## src/rtl/assert_macros.svh

```systemverilog
// Assertion helpers for the tokenizer; clocked on aclk, off while aresetn is low.
`ifndef ASSERT_MACROS_SVH
`define ASSERT_MACROS_SVH

// Same-cycle implication
`define ASSERT_IMP(label, ante, cons) \
    label: assert property (@(posedge aclk) disable iff (!aresetn) (ante) |-> (cons)) \
        else $error("assertion failed: same-cycle implication");

// Next-cycle implication
`define ASSERT_NEXT(label, ante, cons) \
    label: assert property (@(posedge aclk) disable iff (!aresetn) (ante) |=> (cons)) \
        else $error("assertion failed: next-cycle implication");

`endif

```

## src/rtl/stt_pkg.sv

```systemverilog
package stt_pkg;

    // Widths of the internal counters
    localparam int LINE_BITS   = 16;
    localparam int COLUMN_BITS = 16;
    localparam int OFFSET_BITS = 32;
    localparam int LENGTH_BITS = 16;

    typedef logic [LINE_BITS-1:0]   line_t;
    typedef logic [COLUMN_BITS-1:0] col_t;
    typedef logic [OFFSET_BITS-1:0] off_t;
    typedef logic [LENGTH_BITS-1:0] len_t;

    // Result field types
    typedef logic [4:0]  kind_t;
    typedef logic [15:0] line_f_t;
    typedef logic [15:0] col_f_t;
    typedef logic [31:0] off_f_t;
    typedef logic [15:0] len_f_t;

    typedef struct packed {
        logic    last;
        len_f_t  length;
        off_f_t  offset;
        col_f_t  column;
        line_f_t line;
        kind_t   kind;
    } res_t;

    // Scan modes
    localparam int MODE_W = 3;
    localparam logic [MODE_W-1:0] MODE_IDLE  = 3'd0;
    localparam logic [MODE_W-1:0] MODE_IDENT = 3'd1;
    localparam logic [MODE_W-1:0] MODE_NUM   = 3'd2;
    localparam logic [MODE_W-1:0] MODE_EQ    = 3'd3;
    localparam logic [MODE_W-1:0] MODE_BANG  = 3'd4;

    // Token kinds
    localparam kind_t KIND_EOF      = 5'd0;
    localparam kind_t KIND_IDENT    = 5'd1;
    localparam kind_t KIND_NUMBER   = 5'd2;
    localparam kind_t KIND_KW_FIRST = 5'd3;
    localparam kind_t KIND_LPAREN   = 5'd9;
    localparam kind_t KIND_RPAREN   = 5'd10;
    localparam kind_t KIND_LBRACE   = 5'd11;
    localparam kind_t KIND_RBRACE   = 5'd12;
    localparam kind_t KIND_SEMI     = 5'd13;
    localparam kind_t KIND_COMMA    = 5'd14;
    localparam kind_t KIND_PLUS     = 5'd15;
    localparam kind_t KIND_MINUS    = 5'd16;
    localparam kind_t KIND_LESS     = 5'd17;
    localparam kind_t KIND_GREATER  = 5'd18;
    localparam kind_t KIND_ASSIGN   = 5'd19;
    localparam kind_t KIND_EQUAL    = 5'd20;
    localparam kind_t KIND_NOT      = 5'd21;
    localparam kind_t KIND_NOTEQUAL = 5'd22;
    localparam kind_t KIND_ERROR    = 5'd23;

    // Keywords, packed with the last byte lowest, in kind order
    localparam int KW_COUNT = 6;
    localparam logic [47:0] KW_TEXT [KW_COUNT] = '{
        48'h0000_0000_6966,     // if
        48'h0000_656c_7365,     // else
        48'h0000_766f_6964,     // void
        48'h0000_0069_6e74,     // int
        48'h0070_7269_6e74,     // print
        48'h7265_7475_726e      // return
    };
    localparam int KW_LEN [KW_COUNT] = '{2, 4, 4, 3, 5, 6};

endpackage

```

## src/rtl/source_text_tokenizer.sv

```systemverilog
// A result is on m_* in the cycle after its input transfer.
// One input transfer per cycle while m_tready is high and each byte yields at most one token;
// an item yielding several results holds s_tready low until only its last is left (result buffer).
// Reset: aresetn low (synchronous) empties the result buffer, closes any open token and
// returns the position to line 1, column 1, offset 0.
`include "assert_macros.svh"

module source_text_tokenizer (
    input  logic        aclk,
    input  logic        aresetn,
    input  logic        s_tvalid,
    output logic        s_tready,
    input  logic [7:0]  s_tdata,   // [7:0] char_byte
    input  logic        s_tuser,   // [0] req_type
    output logic        m_tvalid,
    input  logic        m_tready,
    output logic [87:0] m_tdata,   // [4:0] token_kind, [20:5] start_line, [36:21] start_column,
                                   // [68:37] start_offset, [84:69] token_length, [87:85] zero
    output logic        m_tlast    // run_end
);

    // Scanner state
    logic [stt_pkg::MODE_W-1:0] mode_reg, mode_next;
    logic [47:0]                window_reg, window_next;
    stt_pkg::line_t             tok_line_reg, tok_line_next;
    stt_pkg::col_t              tok_col_reg, tok_col_next;
    stt_pkg::off_t              tok_off_reg, tok_off_next;
    stt_pkg::len_t              tok_len_reg, tok_len_next;
    stt_pkg::line_t             cur_line_reg, cur_line_next;
    stt_pkg::col_t              cur_col_reg, cur_col_next;
    stt_pkg::off_t              cur_off_reg, cur_off_next;
    logic                       lws_reg, lws_next;

    // Result buffer
    stt_pkg::res_t slot_reg [3];
    stt_pkg::res_t slot_next [3];
    logic [1:0]    cnt_reg, cnt_next;

    logic          accept, pop, eos;
    logic [7:0]    ch;
    logic          is_alpha, is_digit, is_space, is_word;
    logic [7:0]    ch_lower;
    stt_pkg::kind_t ident_kind, flush_kind, single_kind;
    stt_pkg::res_t flush_res, eof_res, single_res, pair_res;
    stt_pkg::res_t res_list [3];
    logic [1:0]    res_cnt;

    assign accept = s_tvalid && s_tready;
    assign pop    = m_tvalid && m_tready;
    assign eos    = s_tuser;
    assign ch     = s_tdata;

    // Take a new item only when the buffer drains this cycle
    assign s_tready = (cnt_reg == 2'd0) || ((cnt_reg == 2'd1) && m_tready);
    assign m_tvalid = (cnt_reg != 2'd0);
    assign m_tlast  = slot_reg[0].last;
    assign m_tdata  = {3'b000, slot_reg[0].length, slot_reg[0].offset, slot_reg[0].column,
                       slot_reg[0].line, slot_reg[0].kind};

    // Classify the byte
    assign ch_lower = ch | 8'h20;
    assign is_alpha = (ch_lower >= 8'h61) && (ch_lower <= 8'h7a);
    assign is_digit = (ch >= 8'h30) && (ch <= 8'h39);
    assign is_space = (ch == 8'h20) || (ch == 8'h09) || (ch == 8'h0d) || (ch == 8'h0a);
    assign is_word  = is_alpha || is_digit || (ch == 8'h5f);

    // Match the open identifier against the keywords
    always_comb begin
        ident_kind = stt_pkg::KIND_IDENT;
        for (int k = 0; k < stt_pkg::KW_COUNT; k++) begin
            if ((tok_len_reg == stt_pkg::len_t'(stt_pkg::KW_LEN[k])) &&
                (window_reg == stt_pkg::KW_TEXT[k])) begin
                ident_kind = stt_pkg::kind_t'(stt_pkg::KIND_KW_FIRST + stt_pkg::kind_t'(k));
            end
        end
    end

    // Kind of the open token when it closes
    always_comb begin
        case (mode_reg)
            stt_pkg::MODE_IDENT: flush_kind = ident_kind;
            stt_pkg::MODE_NUM:   flush_kind = stt_pkg::KIND_NUMBER;
            stt_pkg::MODE_EQ:    flush_kind = stt_pkg::KIND_ASSIGN;
            default:             flush_kind = stt_pkg::KIND_NOT;
        endcase
    end

    // Single-byte punctuation or error
    always_comb begin
        case (ch)
            8'h28:   single_kind = stt_pkg::KIND_LPAREN;
            8'h29:   single_kind = stt_pkg::KIND_RPAREN;
            8'h7b:   single_kind = stt_pkg::KIND_LBRACE;
            8'h7d:   single_kind = stt_pkg::KIND_RBRACE;
            8'h3b:   single_kind = stt_pkg::KIND_SEMI;
            8'h2c:   single_kind = stt_pkg::KIND_COMMA;
            8'h2b:   single_kind = stt_pkg::KIND_PLUS;
            8'h2d:   single_kind = stt_pkg::KIND_MINUS;
            8'h3c:   single_kind = stt_pkg::KIND_LESS;
            8'h3e:   single_kind = stt_pkg::KIND_GREATER;
            default: single_kind = stt_pkg::KIND_ERROR;
        endcase
    end

    // Candidate result records
    always_comb begin
        flush_res        = '0;
        flush_res.kind   = flush_kind;
        flush_res.line   = stt_pkg::line_f_t'(tok_line_reg);
        flush_res.column = stt_pkg::col_f_t'(tok_col_reg);
        flush_res.offset = stt_pkg::off_f_t'(tok_off_reg);
        flush_res.length = stt_pkg::len_f_t'(tok_len_reg);

        pair_res        = flush_res;
        pair_res.kind   = (mode_reg == stt_pkg::MODE_EQ) ? stt_pkg::KIND_EQUAL
                                                         : stt_pkg::KIND_NOTEQUAL;
        pair_res.length = stt_pkg::len_f_t'(2);

        eof_res        = '0;
        eof_res.kind   = stt_pkg::KIND_EOF;
        eof_res.line   = stt_pkg::line_f_t'(cur_line_reg);
        eof_res.column = stt_pkg::col_f_t'(cur_col_reg);
        eof_res.offset = stt_pkg::off_f_t'(cur_off_reg);

        single_res        = eof_res;
        single_res.kind   = single_kind;
        single_res.length = stt_pkg::len_f_t'(1);
    end

    // Scan one item: results and next state
    always_comb begin
        logic extend, pair, open_tok;
        extend = (mode_reg == stt_pkg::MODE_IDENT && is_word) ||
                 (mode_reg == stt_pkg::MODE_NUM && is_digit);
        pair   = (mode_reg == stt_pkg::MODE_EQ || mode_reg == stt_pkg::MODE_BANG) &&
                 (ch == 8'h3d);
        open_tok = 1'b0;

        res_list[0] = '0;
        res_list[1] = '0;
        res_list[2] = '0;
        res_cnt     = 2'd0;

        mode_next    = mode_reg;
        window_next  = window_reg;
        tok_line_next = tok_line_reg;
        tok_col_next = tok_col_reg;
        tok_off_next = tok_off_reg;
        tok_len_next = tok_len_reg;
        lws_next     = lws_reg;

        // Advance the position past this byte
        cur_off_next = (cur_off_reg == '1) ? cur_off_reg : cur_off_reg + 1'b1;
        if (ch == 8'h0a) begin
            cur_line_next = (cur_line_reg == '1) ? cur_line_reg : cur_line_reg + 1'b1;
            cur_col_next  = stt_pkg::col_t'(1);
        end else begin
            cur_line_next = cur_line_reg;
            cur_col_next  = (cur_col_reg == '1) ? cur_col_reg : cur_col_reg + 1'b1;
        end

        if (eos) begin
            // Flush, optional extra eof, final eof, then back to the start
            if (mode_reg != stt_pkg::MODE_IDLE) begin
                res_list[res_cnt] = flush_res;
                res_cnt = res_cnt + 2'd1;
            end
            if (lws_reg) begin
                res_list[res_cnt] = eof_res;
                res_cnt = res_cnt + 2'd1;
            end
            res_list[res_cnt] = eof_res;
            res_cnt = res_cnt + 2'd1;
            mode_next     = stt_pkg::MODE_IDLE;
            window_next   = '0;
            tok_line_next = stt_pkg::line_t'(1);
            tok_col_next  = stt_pkg::col_t'(1);
            tok_off_next  = '0;
            tok_len_next  = '0;
            cur_line_next = stt_pkg::line_t'(1);
            cur_col_next  = stt_pkg::col_t'(1);
            cur_off_next  = '0;
            lws_next      = 1'b0;
        end else if (extend) begin
            window_next  = {window_reg[39:0], ch};
            tok_len_next = (tok_len_reg == '1) ? tok_len_reg : tok_len_reg + 1'b1;
        end else if (pair) begin
            res_list[0] = pair_res;
            res_cnt     = 2'd1;
            mode_next   = stt_pkg::MODE_IDLE;
            lws_next    = 1'b0;
        end else begin
            // Close the open token, then start afresh with this byte
            if (mode_reg != stt_pkg::MODE_IDLE) begin
                res_list[0] = flush_res;
                res_cnt     = 2'd1;
            end
            mode_next = stt_pkg::MODE_IDLE;
            lws_next  = is_space;
            if (is_space) begin
                open_tok = 1'b0;
            end else if (is_alpha || ch == 8'h5f) begin
                mode_next = stt_pkg::MODE_IDENT;
                open_tok  = 1'b1;
            end else if (is_digit) begin
                mode_next = stt_pkg::MODE_NUM;
                open_tok  = 1'b1;
            end else if (ch == 8'h3d) begin
                mode_next = stt_pkg::MODE_EQ;
                open_tok  = 1'b1;
            end else if (ch == 8'h21) begin
                mode_next = stt_pkg::MODE_BANG;
                open_tok  = 1'b1;
            end else begin
                res_list[res_cnt] = single_res;
                res_cnt = res_cnt + 2'd1;
            end
            if (open_tok) begin
                tok_line_next = cur_line_reg;
                tok_col_next  = cur_col_reg;
                tok_off_next  = cur_off_reg;
                tok_len_next  = stt_pkg::len_t'(1);
                window_next   = {40'd0, ch};
            end
        end

        // Mark the last result of the item
        if (res_cnt != 2'd0) begin
            res_list[res_cnt - 2'd1].last = 1'b1;
        end
    end

    // Load or drain the result buffer
    always_comb begin
        slot_next[0] = slot_reg[0];
        slot_next[1] = slot_reg[1];
        slot_next[2] = slot_reg[2];
        cnt_next     = cnt_reg;
        if (accept) begin
            slot_next[0] = res_list[0];
            slot_next[1] = res_list[1];
            slot_next[2] = res_list[2];
            cnt_next     = res_cnt;
        end else if (pop) begin
            slot_next[0] = slot_reg[1];
            slot_next[1] = slot_reg[2];
            cnt_next     = cnt_reg - 2'd1;
        end
    end

    // Control and position registers
    always_ff @(posedge aclk) begin
        if (!aresetn) begin
            cnt_reg      <= 2'd0;
            mode_reg     <= stt_pkg::MODE_IDLE;
            window_reg   <= '0;
            tok_line_reg <= stt_pkg::line_t'(1);
            tok_col_reg  <= stt_pkg::col_t'(1);
            tok_off_reg  <= '0;
            tok_len_reg  <= '0;
            cur_line_reg <= stt_pkg::line_t'(1);
            cur_col_reg  <= stt_pkg::col_t'(1);
            cur_off_reg  <= '0;
            lws_reg      <= 1'b0;
        end else begin
            cnt_reg <= cnt_next;
            if (accept) begin
                mode_reg     <= mode_next;
                window_reg   <= window_next;
                tok_line_reg <= tok_line_next;
                tok_col_reg  <= tok_col_next;
                tok_off_reg  <= tok_off_next;
                tok_len_reg  <= tok_len_next;
                cur_line_reg <= cur_line_next;
                cur_col_reg  <= cur_col_next;
                cur_off_reg  <= cur_off_next;
                lws_reg      <= lws_next;
            end
        end
    end

    // Result payload, no reset
    always_ff @(posedge aclk) begin
        slot_reg[0] <= slot_next[0];
        slot_reg[1] <= slot_next[1];
        slot_reg[2] <= slot_next[2];
    end

    // End of source always leaves a result waiting
    `ASSERT_NEXT(a_eos_gives_result, accept && eos, cnt_reg != 2'd0)
    // An open token means the previous byte was not whitespace
    `ASSERT_IMP(a_open_not_space, mode_reg != stt_pkg::MODE_IDLE, !lws_reg)
    // Only the last buffered result carries the end mark
    `ASSERT_IMP(a_last_one, cnt_reg == 2'd1, slot_reg[0].last)
    `ASSERT_IMP(a_last_two, cnt_reg == 2'd2, slot_reg[1].last && !slot_reg[0].last)

endmodule

```

## config.mk

```make
export PLATFORM = sky130hd
export DESIGN_NAME = source_text_tokenizer
export DESIGN_NICKNAME = d
export VERILOG_FILES = /design/src/rtl/stt_pkg.sv /design/src/rtl/source_text_tokenizer.sv
export VERILOG_INCLUDE_DIRS = /design/src /design/src/rtl
export SDC_FILE = /design/constraint.sdc
export NUM_CORES = 1
export LEC_CHECK = 0
export BUFFER_PORTS_ARGS = -buffer_cell sky130_fd_sc_hd__buf_4
export CAP_MARGIN = 10
export CORE_MARGIN = 4
export CORE_UTILIZATION = 62
export DETAILED_ROUTE_END_ITERATION = 10
export PLACE_DENSITY = 0.8
export SKIP_LAST_GASP = 1
export SLEW_MARGIN = 20
export SYNTH_ARGS = -nofsm -noshare
export SYNTH_HDL_FRONTEND = slang
export SYNTH_SLANG_ARGS = --single-unit
```

## constraint.sdc

```tcl
create_clock -name aclk -period 6.1 [get_ports aclk]
set_clock_uncertainty 0.2 [all_clocks]
set_input_delay 1.22 -clock aclk [delete_from_list [all_inputs] [get_ports aclk]]
set_output_delay 1.22 -clock aclk [all_outputs]
set_load 0.02 [all_outputs]
```

==> results.py, run 1 <==
metrics = {
    "place": {
        "port_buffers": 100,
        "place_area_um2": 21050,
        "dp_hpwl_mm": 31.29,
        "place.gp.congestion": 0.8903,
    },
    "sta": {
        "setup_viol_count_final": 0,
        "finalSetupTns_ns": 0,
        "relSlewSlack_pct": 32.21,
        "max_freq_ghz": 0.2515,
        "min_period_ns": 3.976,
        "hold_violations": 0,
        "tightest_slew_ns": 1.013,
        "slew_viol_final": 0,
        "min_period_over_period_pct": 65.18,
        "rsz0062_at_grt": "no",
    },
    "global_routing": {
        "grt_antenna_before_repair": 0,
        "grt_max_degree": 111,
        "grt.total_usage_pct": 28.81,
        "grt_pass1_wl_mm": 87.24,
        "gr-total-overflow": 0,
        "grt_pass1_vias": 17030,
    },
    "route": {
        "vias": 17750,
        "wl_met3_mm": 4.756,
        "drc": 0,
        "route.met2.wl_mm": 26.29,
        "avgRoutedWirePerCell_um": 21.00,
        "first_pass_iters": 6,
        "wirelength_mm": 54.64,
        "drt_iter0_markers": 2278,
        "highest_layer": "met4",
        "vias_per_cell": 6.822,
        "postRouteAntennaNets": 0,
        "wl_met1_mm": 22.04,
    },
    "yosys": {
        "synth-simple-area-share_pct": 20.70,
        "synthMuxAreaShare_pct": 0.1014,
        "ys_ff_latch": 420,
        "synth-compound-area-share_pct": 18.44,
        "synth_area_leaders": "edfxtp_1 32%, dfxtp_1 19%, nand2_1 5.6%, a22oi_1 4.9%, o21ai_0 3.8%",
        "ys.flop_type": "edfxtp_1",
        "yosysTopAreaCell": "edfxtp_1",
        "synthAdderAreaFrac_pct": 0.7756,
        "synth_top_area_share_pct": 31.79,
        "synth-xor-area-share_pct": 1.420,
        "synth.cell_area_um2": 20970,
        "ys_warn_count": 0,
        "synth_cells": 2260,
        "synth_area_per_cell_um2": 9.280,
        "ys_async_sr_fraction_pct": 0,
        "synth_cell_types": 75,
        "synth_top_family_by_area": "simple AND/OR/NAND/NOR gates",
        "synth_edf_count": 222,
        "ys_seq_area_share_pct": 50.69,
    },
    "worst_hold_path": {
        "hp-class": "register to register",
    },
    "worst_setup_path": {
        "arrival_ns": 4.15,
        "start_kind": "input pin",
        "critPathKind": "input pin to register",
        "cp.required_ns": 6.27,
        "cp-end-kind": "register",
        "critPathMaxFanout": 33,
    },
    "cts": {
        "postCtsHoldBufs": 0,
        "cts_tree": "yes",
        "cts_buffers": 44,
        "numClockSinks": 420,
        "cts-resized-gates": 0,
        "clk_latency_ns": 0.55,
        "cts_setup_buffers": 0,
        "htreeDepth": 2,
        "clkTransAtPathRegs_ns": 0.06,
        "cts_root_buf": "clkbuf_16",
        "clock_path_buffers": 3,
    },
    "final_layout": {
        "fin_area_um2": 22460,
        "final_core_util_pct": 67.15,
        "largest_register_ffs": 222,
        "final_nets": 2145,
        "drive_gt1_share_pct": 10.35,
        "syn_to_final_growth_pct": 7.093,
        "insertedDiodeCount": 0,
    },
    "power": {
        "design_power_total_uw": 7172,
        "p_leak_uw": 0.007523,
        "p_per_area_nw_per_um2": 319.3,
        "vdd_drop_max_mv": 0.1844,
    },
    "floorplanning": {
        "ios": 104,
        "start_util_pct": 62.70,
        "chipHeight_um": 191.9,
        "core_um2": 33450,
        "rows": 67,
        "dieArea_um2": 36830,
        "die_w_um": 191.9,
    },
    "job": {
        "max-cap-violations": 0,
    },
    "status": {
        "status": "complete, no violations",
    },
}
## placed cells by master, fill, tap and decap left out, types with 4 or more instances in the layout
cell / n
nor4_1: 25
edfxtp_1: 222
nand2b_1: 9
nor4b_1: 6
nand3_1: 85
a21o_1: 4
clkbuf_8: 6
nor3_1: 25
nor3b_1: 5
and2_1: 25
o211ai_1: 5
nand4b_1: 5
o21ai_0: 161
nand4_1: 105
ha_1: 12
dfxtp_1: 198
clkbuf_16: 46
o221ai_1: 65
nand2_1: 308
or4_1: 21
nand3b_1: 7
inv_1: 20
a22oi_1: 136
clkbuf_1: 21
a31oi_1: 15
and4_1: 12
o22ai_1: 4
buf_4: 128
or3_1: 21
o31ai_1: 15
nor2_1: 68
xor2_1: 27
nor2b_1: 8
a21oi_1: 160
xnor2_1: 7
a211oi_1: 4
and3_1: 82
## per-layer routing
layer,global-route usage [%],vias to the layer above
met1,38.75,8632
met4,10.83,0
li1,-,8065
met2,47.58,922
met3,4.271,132
met5,0,-
## per-stage QoR
stage,hold WS [ns],setup slack (ns),cells
6_report,0.2713,2.124,2602
5_1_grt,0.2853,1.962,2602
4_1_cts,0.2667,2.217,2602
3_5_place_dp,0.2584,1.701,2521
3_3_place_gp,0.2391,1.809,2521
2_1_floorplan,0.2316,1.137,2262
## worst paths after layout
path / startpoint / to / slack, ns / cells after the start
max: s_tdata[0] / slot_reg[0][21] / 2.12 / 7
min: window_reg[44] / window_reg[44] / 0.27 / 2
max reg2reg: mode_reg[0] / slot_reg[0][21] / 2.51 / 7
min reg2reg: window_reg[44] / window_reg[44] / 0.27 / 2
## where the power goes
part	switching (uW)	internal, uW
Sequential	105	3330
Combinational	799	306
Clock	1080	1550
## worst max-delay path, stage by stage
cell and delay, ns:
buf_4 0.17, nor4_1 0.35, o21ai_1 0.22, a31oi_2 0.67, nand2_2 0.67, buf_4 0.52, o221ai_1 0.29
## final cells by class
class	count	area, um2
Fill cell	2587	10990
Sequential cell	420	10630
Multi-Input combinational cell	1501	8788
Clock buffer	73	1313
Timing Repair Buffer	129	980.9
Tap cell	448	560.5
Clock inverter	8	95.09
Inverter	23	92.59
## cell usage after synthesis (all sizes together) (65+ instances only)
library cell  instances
dfxtp               198
nand2               311
edfxtp              222
a22oi               137
nand4               105
nand3                85
a21oi               160
o21ai               164
buf                 122
o221ai               65
clkbuf              196
nor2                 71
and3                 83
## cells by family (layout without fill, tap and decap cells)
| family | Yosys count | after routing |
|---|---|---|
| flops | 420 | 420 |
| other cells | 1 | 3 |
| compound gates | 607 | 607 |
| fa+ha+maj | 13 | 13 |
| buf+inv | 341 | 233 |
| xor+xnor | 34 | 34 |
| simple gates | 842 | 842 |
| mux | 2 | 2 |
Note: power is estimated with default switching activity, not from simulation.
==> inputs of run 2 (changes only) <==
--- a/config.mk
+++ b/config.mk
@@ -9,9 +9,9 @@
 export BUFFER_PORTS_ARGS = -buffer_cell sky130_fd_sc_hd__buf_4
 export CAP_MARGIN = 10
 export CORE_MARGIN = 4
-export CORE_UTILIZATION = 62
+export CORE_UTILIZATION = 56
 export DETAILED_ROUTE_END_ITERATION = 10
-export PLACE_DENSITY = 0.8
+export PLACE_DENSITY = 0.77
 export SKIP_LAST_GASP = 1
 export SLEW_MARGIN = 20
 export SYNTH_ARGS = -nofsm -noshare
==> constraint.sdc (replaced) <==
create_clock -name aclk -period 3.26 [get_ports aclk]
set_clock_uncertainty 0.2 [all_clocks]
set_input_delay 0.652 -clock aclk [delete_from_list [all_inputs] [get_ports aclk]]
set_output_delay 0.652 -clock aclk [all_outputs]
set_load 0.02 [all_outputs]
==> run 2 against run 1 <==
Against the previous run: sequential share of layout area down 1.4 points; count of clock-buffer cells in the layout down 7; wire length up 4.8%; cell count up 2.9%; power up 91%; first-iteration DRC count down 4.5%; clock power up 91%; register-to-register slack worse by 2.2 ns; design area up 3.1%; hold slack worse by 0.042 ns; critical endpoint is now cur_col_reg[3]; largest cell class unchanged; highest routed layer unchanged.
==> results.py, run 2 (synthesis results as in run 1) <==
metrics = {
    "status": {
        "status": "complete, no violations",
    },
    "worst_setup_path": {
        "reg2reg_slack_ns": 0.34,
        "startpoint": "cnt_reg[0]",
        "critPathKind": "register to register",
        "cp-end-kind": "register",
        "slowest_delay_ns": 0.50,
        "path_buf_inv": 3,
        "arrival_ns": 3.21,
        "reg2reg_to": "cur_col_reg[3]",
        "critPathMaxFanout": 33,
        "start_kind": "register",
        "cpMaxStageDelayCell": "or4_1",
        "reg2regPathDepth": 9,
        "crit_chain": "inv_1 -> ha_1 -> a21o_1 -> nand2_4 -> inv_6 -> buf_4 -> nand2_1 -> or4_1 -> a21oi_1",
        "cpLargestDelayFamily": "simple AND/OR/NAND/NOR gates",
        "cp.required_ns": 3.54,
        "r2r_start": "cnt_reg[0]",
    },
    "final_layout": {
        "drive_gt1_share_pct": 12.81,
        "layout_common_cells": "308 x nand2_1, 222 x edfxtp_1, 198 x dfxtp_1, 163 x buf_4, 161 x o21ai_0",
        "largest_register_ffs": 222,
        "syn_to_final_growth_pct": 10.37,
        "fin_area_um2": 23150,
        "layoutNonFillerInstCount": 2677,
        "final_nets": 2199,
        "insertedDiodeCount": 0,
        "layout_commonest_cell": "nand2_1",
        "final_core_util_pct": 62.93,
    },
    "cts": {
        "cts-resized-gates": 0,
        "postCtsHoldBufs": 0,
        "cts_tree": "yes",
        "clkTransAtPathRegs_ns": 0.06,
        "numClockSinks": 420,
        "cts_root_buf": "clkbuf_16",
        "cts_buffers": 44,
        "htreeDepth": 2,
        "clock_path_buffers": 3,
        "cts_setup_buffers": 0,
        "clk_latency_ns": 0.55,
    },
    "global_routing": {
        "grt_max_degree": 86,
        "grt_pass1_vias": 17430,
        "grt.total_usage_pct": 26.98,
        "grt_pass1_wl_mm": 91.85,
        "gr-total-overflow": 0,
        "grt_antenna_before_repair": 1,
    },
    "sta": {
        "rsz0062_at_grt": "no",
        "finalSetupTns_ns": 0,
        "min_period_ns": 2.921,
        "relSlewSlack_pct": 48.74,
        "min_period_over_period_pct": 89.60,
        "slew_viol_final": 0,
        "fin_hold_ws_ns": 0.2289,
        "hold_violations": 0,
        "max_freq_ghz": 0.3423,
        "setup_viol_count_final": 0,
        "tightest_slew_ns": 0.7689,
    },
    "job": {
        "max-cap-violations": 0,
    },
    "power": {
        "p_leak_uw": 0.007897,
        "vdd_drop_max_mv": 0.3685,
        "p_per_area_nw_per_um2": 591.4,
    },
    "route": {
        "wirelength_mm": 57.28,
        "vias": 17880,
        "avgRoutedWirePerCell_um": 21.40,
        "drc": 0,
        "first_pass_iters": 6,
        "postRouteAntennaNets": 0,
        "vias_per_cell": 6.679,
        "drt_iter0_markers": 2175,
    },
    "place": {
        "dp_cells": 2594,
        "place_area_um2": 21680,
        "port_buffers": 100,
        "dp_hpwl_mm": 33.97,
        "place.gp.congestion": 0.9076,
    },
    "floorplanning": {
        "rows": 70,
        "ios": 104,
        "start_util_pct": 57.01,
        "dieArea_um2": 40610,
        "core_um2": 36790,
        "die_w_um": 201.5,
        "chipHeight_um": 201.5,
    },
    "worst_hold_path": {
        "holdPathStages": 2,
        "hold_end": "cur_line_reg[0]",
        "hold_path_startpoint": "aresetn",
        "hp-class": "input pin to register",
    },
}
-- run 2: cell types whose count changed in the layout (fill, tap and decap cells not counted), moves of 2 or more --
cell / change
clkbuf_8: +2
buf_4: +35
clkinv_1: +3
clkbuf_1: -8
clkinv_2: +3
buf_12: +19
-- run 2: worst register-to-register path, cell delays in order, from the launching register on --
cell and delay [ns]:
dfxtp_1 0.34, inv_1 0.06, ha_1 0.28, a21o_1 0.19, nand2_4 0.19, inv_6 0.34
buf_4 0.43, nand2_1 0.19, or4_1 0.50, a21oi_1 0.13
-- run 2: metal layers --
metal | share of wire [%] | global-route usage (%) | vias up
li1 | - | - | 8163
met1 | 40 | 36.39 | 8617
met2 | 48 | 44.24 | 952
met3 | 9.0 | 4.432 | 147
met4 | 2.9 | 9.912 | 0
met5 | 0 | 0 | -
-- run 2: layout make-up --
type                    count  area [um2]
clock buffers              66        1285
clock inverters            16       158.9
fillers                  3012       13640
inverters                  23       92.59
multi-input cells        1501        8771
flip-flops and latches    420       10630
well taps                 468       585.6
repair buffers            183        1624
-- run 2: worst max path at each step --
stage,depth (start not counted),slack [ns],to
global placement,8,-0.08,slot_reg[0][85]
detailed placement,8,-0.13,slot_reg[0][85]
floorplan,7,0.31,slot_reg[0][4]
global route,9,0.22,cur_col_reg[3]
CTS,7,0.28,slot_reg[0][66]
finish,9,0.34,cur_col_reg[3]
-- run 2: where the power goes --
part	switching [uW]	total, uW	internal (uW)
registers	184	6410	6230
logic	1560	2250	690
clock network	2060	5020	2960
-- run 2: through the flow --
stage | power, uW | setup WS [ns]
after floorplan | 8041 | 0.3095
after global placement | 8705 | -0.07573
after detailed placement | 8742 | -0.1261
after CTS | 13720 | 0.2767
after global routing | 14160 | 0.2209
final | 13690 | 0.3390
